`src/hw/rtl/dew_point_magnus_core_macros.svh`:
```
// Assertion macros shared by the dew point core RTL.
// No dependencies; assertions compile out when SYNTH is defined.
`ifndef DEW_POINT_MAGNUS_CORE_MACROS_SVH
`define DEW_POINT_MAGNUS_CORE_MACROS_SVH
`ifndef SYNTH
`define DPM_ASSERT_IMP(label, clk, rst, ante, cons, msg) \
  label: assert property (@(posedge clk) disable iff (rst) (ante) |-> (cons)) else $error(msg);
`define DPM_ASSERT_NEXT(label, clk, rst, ante, cons, msg) \
  label: assert property (@(posedge clk) disable iff (rst) (ante) |=> (cons)) else $error(msg);
`else
`define DPM_ASSERT_IMP(label, clk, rst, ante, cons, msg)
`define DPM_ASSERT_NEXT(label, clk, rst, ante, cons, msg)
`endif
`endif

```
`src/hw/rtl/dpm_div.sv`:
```
// Pipelined unsigned restoring divider, one quotient bit per stage.
// Depends on the core macro header; quotient must fit in QW bits.
`include "dew_point_magnus_core_macros.svh"
module dpm_div #(
  parameter int NW = 41,
  parameter int DW = 22,
  parameter int QW = 22,
  parameter int TW = 1
) (
  input  logic          clk,
  input  logic          rst,
  input  logic          in_valid,
  input  logic [NW-1:0] num,
  input  logic [DW-1:0] den,
  input  logic [TW-1:0] in_tag,
  output logic          out_valid,
  output logic [QW-1:0] quo,
  output logic [TW-1:0] out_tag
);

  localparam int XW = (NW > DW + QW) ? NW : DW + QW;

  logic          vld [0:QW];
  logic [XW-1:0] rem [0:QW];
  logic [DW-1:0] dd  [0:QW];
  logic [QW-1:0] q   [0:QW];
  logic [TW-1:0] tg  [0:QW];

  always_ff @(posedge clk) begin
    if (rst) vld[0] <= 1'b0;
    else vld[0] <= in_valid;
    rem[0] <= XW'(num);
    dd[0]  <= den;
    q[0]   <= '0;
    tg[0]  <= in_tag;
  end

  // Trial subtract of the shifted divisor, most significant bit first
  for (genvar s = 0; s < QW; s++) begin : g_step
    logic [XW-1:0] trial;
    logic          take;
    always_comb begin
      trial = XW'(dd[s]) << (QW - 1 - s);
      take  = rem[s] >= trial;
    end
    always_ff @(posedge clk) begin
      if (rst) vld[s+1] <= 1'b0;
      else vld[s+1] <= vld[s];
      rem[s+1] <= take ? rem[s] - trial : rem[s];
      dd[s+1]  <= dd[s];
      q[s+1]   <= q[s] | (QW'(take) << (QW - 1 - s));
      tg[s+1]  <= tg[s];
    end
  end

  assign out_valid = vld[QW];
  assign quo       = q[QW];
  assign out_tag   = tg[QW];

  `DPM_ASSERT_IMP(a_div_rem, clk, rst, vld[QW], rem[QW] < XW'(dd[QW]), "divider remainder not below divisor")

endmodule

```
`config.mk`:
```
export PLATFORM = sky130hd
export DESIGN_NAME = dpm_div
export DESIGN_NICKNAME = d
export VERILOG_FILES = /design/src/hw/rtl/dpm_div.sv
export VERILOG_INCLUDE_DIRS = /design/src /design/src/hw/rtl
export SDC_FILE = /design/constraint.sdc
export NUM_CORES = 2
export LEC_CHECK = 0
export BUFFER_PORTS_ARGS = -buffer_cell sky130_fd_sc_hd__buf_2
export CORE_MARGIN = 5
export CORE_UTILIZATION = 63
export DETAILED_ROUTE_END_ITERATION = 10
export PLACE_DENSITY = 0.78
export SYNTH_ARGS = -nofsm -noshare
export SYNTH_HDL_FRONTEND = slang
export SYNTH_SLANG_ARGS = --single-unit
export TNS_END_PERCENT = 20
```
`constraint.sdc`:
```
create_clock -name clk -period 3.8 [get_ports clk]
set_input_delay 0.19 -clock clk [delete_from_list [all_inputs] [get_ports clk]]
set_output_delay 0.19 -clock clk [all_outputs]
set_load 0.01 [all_outputs]
```
---- After elaboration in Yosys (flattened, before gate mapping) ----
Memories as Yosys holds them, arrays and structs flattened.
Cells that the tools add are included.
Widths: inputs -> output; s select.
word-level totals
  logic and storage cells ................. 142
  memory bits (writable) .................. 2070
  output and inout bits ................... 24
  bits of input ports ..................... 67
  memories kept ........................... 5
  bits in registers ....................... 0
operators by class
  add/sub/neg operators ................... 22
  bitwise gates (word level) .............. 45
  order comparisons ....................... 22
  multiplexer cells ....................... 48
memory list
  memory  depth  width  read ports  clocked after Yosys merged registers in  wr ports  line           source
  rem     23     44     22          0                                        23        dpm_div.sv:24  logic [XW-1:0] rem [0:QW];
  dd      23     22     22          0                                        23        dpm_div.sv:25  logic [DW-1:0] dd [0:QW];
  q       23     22     23          0                                        23        dpm_div.sv:26  logic [QW-1:0] q [0:QW];
  tg      23     1      23          0                                        23        dpm_div.sv:27  logic [TW-1:0] tg [0:QW];
  vld     23     1      23          0                                        23        dpm_div.sv:23  logic vld [0:QW];
operators by type and width
  cell              number
  $mux 44           22
  $ge 44x22->1      1
  $ge 44x23->1      1
  $ge 44x24->1      1
  $ge 44x25->1      1
  $ge 44x26->1      1
  $ge 44x27->1      1
  $ge 44x28->1      1
  $ge 44x29->1      1
  $ge 44x30->1      1
  $ge 44x31->1      1
  $ge 44x32->1      1
  $ge 44x33->1      1
  $ge 44x34->1      1
  $ge 44x35->1      1
  $ge 44x36->1      1
  $ge 44x37->1      1
  $ge 44x38->1      1
  $ge 44x39->1      1
  $ge 44x40->1      1
  $ge 44x41->1      1
  $ge 44x42->1      1
  $ge 44x43->1      1
  $sub 44x22->44    1
  other kinds (45)  92

---- Logic depth before layout (Yosys ltp) ----
  depth in word-level cells ............... 3
  gate-level depth with buffers ........... 15
  mapped depth without buffers ............ 13

---- Least setup slack after synthesis ----
Ideal clock, no wire load.
  kind .................................... register to register
  start ................................... memory rem[4][13] (netlist name)
  end ..................................... memory rem[4][83] (netlist name)
  data required time ...................... 3.681 ns
  arrival time ............................ 3.123 ns
  cell stages (with the launch flop) ...... 14
  setup slack ............................. 0.558 ns
  setup time .............................. 0.119 ns
  buffers on the path ..................... 0
  path through ............................ dfxtp_1 > inv_1 > ha_1 > inv_1 > fa_1 > a211o_1 > a211oi_1 > a21boi_1 > o211ai_1 > a41oi_1 > a2111oi_1 > nand2_1 > or2_2 > xnor2_1
RTL lines
  item         line
  from (decl)  dpm_div.sv:24

==> results <==
- The number of sinks driven by the clock tree is 1748.
- The total of endpoints with negative setup slack in the final report is 0.
- The highest cell delay on the worst timing path is 0.73 ns.
- The synthesized design contains 1748 register bits.
- The biggest area contributor in the post-synthesis netlist is sky130_fd_sc_hd__dfxtp_1.
- In this run the tool buffered the top-level ports with 90 buffer cells.
- Data on the critical path is required at its endpoint by 4.49 ns.
- The initial antenna violation count is 8.
- The detailed-route vias per instance is 5.71.
- In the routed design, unresolved DRC markers number 0.
- Summing the areas of all fa, ha and maj instances in the mapped netlist gives 9.15% of the synthesized area.
- The setup slack of the most critical reg-to-reg path is 0.09 ns.
- The initial standard-cell utilization of the core is 63.6%.
- By area, the combinational part of the netlist is dominated by compound AO/OA/AOI/OAI gates.
- Relative to the synthesized area, the layout overhead comes to 13.7%.
- The overall routing resource usage is 28.7%.
- Once detail routing completed, the nets flagged for antenna violations numbered 0.
- The number of nets in the layout is 8144.
- The post-placement cell area is 73000 sq um.
- CTS placed an instance of sky130_fd_sc_hd__clkbuf_16 at the clock tree root.
- Summing the areas of all and, or, nand and nor instances in the mapped netlist gives 13.5% of the synthesized area.
- The uppermost signal routing layer after detailed routing is met5.
- The routed length per placed instance is 18.7 um.
- In this run the static leakage power is 35.5 nW.
- Net switching is 36.2% of the power.
- The number of max-cap violations is 0.
- For this run, the share of the core covered by cells in the final layout is 72.3%.
- The via count of the first global-routing pass came to 52100.
- The maximum clock frequency is 269 MHz.
- The final hold violation count is 0.
- Following the worst setup path forward leads to its endpoint at rem[9][31].
- The share of synthesized area in the top cell type comes to 49.7%.
- The worst setup path is launched from a register.
- The final layout contains routed wiring with a total length of 172000 um.
- The count of unique library cells instantiated by Yosys is 95.
- TritonCTS built the clock tree.
- By area the synthesized netlist is led by sky130_fd_sc_hd__dfxtp_1, sky130_fd_sc_hd__ha_1, sky130_fd_sc_hd__xor2_1, sky130_fd_sc_hd__a21oi_1, sky130_fd_sc_hd__xnor2_1.
- The weighted congestion reported at the end of routability-driven placement is 0.959.
- The overall die area is 119000 sq um.
- The worst min-delay path class is input port to register.
- The worst register-to-register path begins at dd[2][40].
- For the worst setup path, the data arrival time is 4.40 ns.
- The area taken by flip-flops and latches is 35000 sq um.
- For this block, the initial DRC count from the detailed router was 4336.
- The most used flip-flop cell after synthesis is sky130_fd_sc_hd__dfxtp_1.
- Clock tree synthesis inserted a total of 167 buffers.
- The area fraction in compound gates after synthesis is 14.6%.
- The Yosys step of the flow raised 0 warnings.
- After the flow finishes, the layout carries non-filler instances totaling 9205.
- The mapped netlist covers 70500 sq um.
- The filler cells instantiated in the layout total 7896.
- The number of placed instances, taps included, is 8788.
- The slowest cell on the critical path is sky130_fd_sc_hd__or4b_1.
- The actual transition at the worst max-transition pin is 1.26 ns.
- For this block, the via count after detailed routing is 52600.
- Counting along the longest clock path gives a buffer depth of 3.
- The total chip power is 0.0706 W.
- In this run, flip-flops and latches consume 37.6% of the power.
- Once detailed placement completed, the half-perimeter wirelength came to 126000 um.
- STA classifies the critical path endpoint as a register.
- Synthesis handed over a netlist of 7278 instances.
- Entering global routing, the biggest net connects 48 pins.
- The number of enable-type register cells in the synthesized netlist is 0.
- The power density relative to cell area is 881 nW/um^2.
- On the final layout, the worst clock skew is 0.0673 ns.
- The area of combinational cells with multiple inputs is 32600 sq um.
- The share of synthesized area occupied by flip-flops and latches is 49.7%.
- The critical path starts at dd[2][40].
- The number of max-slew violations in the final report is 0.
- The first global-routing pass estimated 275000 um of wire.
- Multiplexer cells account for 1.43% of the synthesized area.
- The detailed-routed wire length on met3 is 10600 um.
- Leaving out fill and tap cells, the most frequent cells in the layout are sky130_fd_sc_hd__dfxtp_1, sky130_fd_sc_hd__inv_1, sky130_fd_sc_hd__nand2_1.
- Setup repair after global routing could not meet its margin everywhere.
- Leaving out fill and tap cells, the most frequent cell in the layout is sky130_fd_sc_hd__dfxtp_1.
- Across the VDD grid, the largest voltage drop is 0.616 mV.
- In the final layout, the share of cells above drive strength 1 is 8.35%.
- The worst hold slack is 0.0608 ns.
- The worst register-to-register path has a depth of 11.
- The die boundary height is 344 um.
- After global routing the overflow that remains totals 0.
- The H-tree was split into 4 levels.
- The placeable core region is 111000 sq um.
- The clock insertion delay at the later pin of the skew report is 0.83 ns.
- For this design the total switching power over the nets is 0.0255 W.
- The headroom to the max-slew limit is 15.1%.
- The post-route clock period utilization is 97.7%.
- The worst flop-to-flop path endpoint is rem[9][31].
- For the finished layout, the period the worst path requires is 3.71 ns.
- The fraction of synthesis flops using an asynchronous set or reset pin is 0%.
- The clock group share of total power is 25.0%.
- The number of detailed-routing iterations run before antenna repair is 6.
- The internal portion of the total power is 0.0450 W.
- The critical path goes through inv_1 -> ha_1 -> nand4_2 -> or4_4 -> nor3_4 -> nand4_1 -> nor4b_1 -> nor3b_4 -> or4b_1 -> nor4b_4 -> xor2_1.
- After detailed routing, the wire length on met1 is 74100 um.
- In this run the count of I/O pins placed on the die edge is 91.
- From left edge to right edge, the die measures 344 um.
- Of the total power, combinational logic draws 37.4%.
- The post-synthesis share of cell area spent on xor and xnor gates is 7.39%.
- The finished cells cover 80100 sq um.
- Along the worst path, the maximum fanout reaches 8.
- Clock-pin slew was measured on the worst setup and hold paths at 0.06 ns.
- The synthesized netlist net count is 7848.
- Summed over all nets, wire length on met2 after detailed routing comes to 81000 um.
- The critical path is of the register to register type.
- Each instance of the synthesized netlist takes up on average 9.68 sq um.
- The floorplan has 122 rows.
- The flow ran to the end, and the final reports show no timing, DRC or antenna violations.
==> synthesized netlist by cell type (50+ instances only) <==
cell type and instances:
sky130_fd_sc_hd__o31ai_1 52, sky130_fd_sc_hd__dfxtp_1 1748, sky130_fd_sc_hd__nand4_1 91, sky130_fd_sc_hd__nand3_1 98, sky130_fd_sc_hd__nand2_1 553, sky130_fd_sc_hd__nand2b_1 70, sky130_fd_sc_hd__inv_1 610, sky130_fd_sc_hd__xor2_1 301
sky130_fd_sc_hd__o21bai_1 50, sky130_fd_sc_hd__nor3_1 112, sky130_fd_sc_hd__o21a_1 77, sky130_fd_sc_hd__a21oi_1 515, sky130_fd_sc_hd__nor2b_1 82, sky130_fd_sc_hd__nor2_1 477, sky130_fd_sc_hd__o21ai_0 450, sky130_fd_sc_hd__a21o_1 205
sky130_fd_sc_hd__ha_1 482, sky130_fd_sc_hd__clkbuf_1 113, sky130_fd_sc_hd__mux2_2 85, sky130_fd_sc_hd__xnor2_1 294, sky130_fd_sc_hd__nor4_1 105
==> worst min path at each step <==
| stage | start | to | cells past startpoint |
|---|---|---|---|
| after global placement | den[18] | dd[0][18] | 1 |
| final | num[31] | rem[0][31] | 2 |
| after detailed placement | den[5] | dd[0][5] | 1 |
| after global routing | num[35] | rem[0][35] | 2 |
| after floorplan | den[0] | dd[0][0] | 0 |
| after CTS | num[35] | rem[0][35] | 2 |
==> logic make-up (layout without fill, tap and decap cells) <==
| logic type | after synthesis | count (layout) |
|---|---|---|
| AOI/OAI and AO/OA | 1661 | 1661 |
| xor gates and xnor gates | 595 | 595 |
| adders and majority gates | 503 | 503 |
| buffers and inverters | 776 | 1212 |
| DFF | 1748 | 1748 |
| muxes | 90 | 90 |
| other | 0 | 3 |
| and+or+nand+nor | 1905 | 1905 |
==> sequential cells by signal (all words and copies together), names as in the netlist <==
| name | cells |
|---|---|
| dd | 484 |
| q | 253 |
| rem | 965 |
| tg | 23 |
| vld | 23 |
==> metal layers <==
layer / up-vias / track usage, %
li1: 25800 / -
met1: 24700 / 36.8
met2: 1647 / 48.6
met3: 410 / 4.84
met4: 4 / 11.1
met5: - / 0
==> per-stage QoR <==
step           setup slack [ns]  setup TNS [ns]
6_report                 0.0869               0
5_1_grt                 -0.0227         -0.0316
4_1_cts                0.000554               0
3_5_place_dp             -0.772          -16.71
3_3_place_gp             -0.770          -16.29
2_1_floorplan             0.558               0
==> power groups by stage <==
stage	clock network [W]	logic, W	registers [W]
after floorplan	0	0.0200	0.0254
after global placement	0	0.0251	0.0267
after detailed placement	0	0.0256	0.0267
after CTS	0.0179	0.0260	0.0264
after global routing	0.0187	0.0294	0.0269
final	0.0177	0.0264	0.0265
==> final cells by class <==
class	count	share of cell area, %
Multi-Input combinational cell	4754	40.6
Clock buffer	221	5.82
Tap cell	1488	2.32
Timing Repair Buffer	291	2.94
Sequential cell	1748	43.7
Clock inverter	88	1.74
Antenna cell	3	0.00937
Inverter	612	2.87
==> what timing repair did <==
| item | in CTS | in global routing |
|---|---|---|
| setup buffers | 0 | 2 |
| gates resized for setup | 2 | 10 |
| endpoints found under the hold margin | 87 | 1 |
| hold buffers | 102 | 1 |
| pin swaps | 2 | 2 |
| setup endpoints to repair | 43 | 20 |
==> critical path, delay by kind of cell (launching register included) <==
| family | cells | cell delay, ns |
|---|---|---|
| adder cells (fa/ha/maj) | 1 | 0.43 |
| AND/OR/NAND/NOR | 8 | 2.67 |
| flip-flops | 1 | 0.34 |
| XOR/XNOR | 1 | 0.15 |
| buffers and inverters | 1 | 0.05 |
Note: power is estimated with default switching activity, not from simulation.
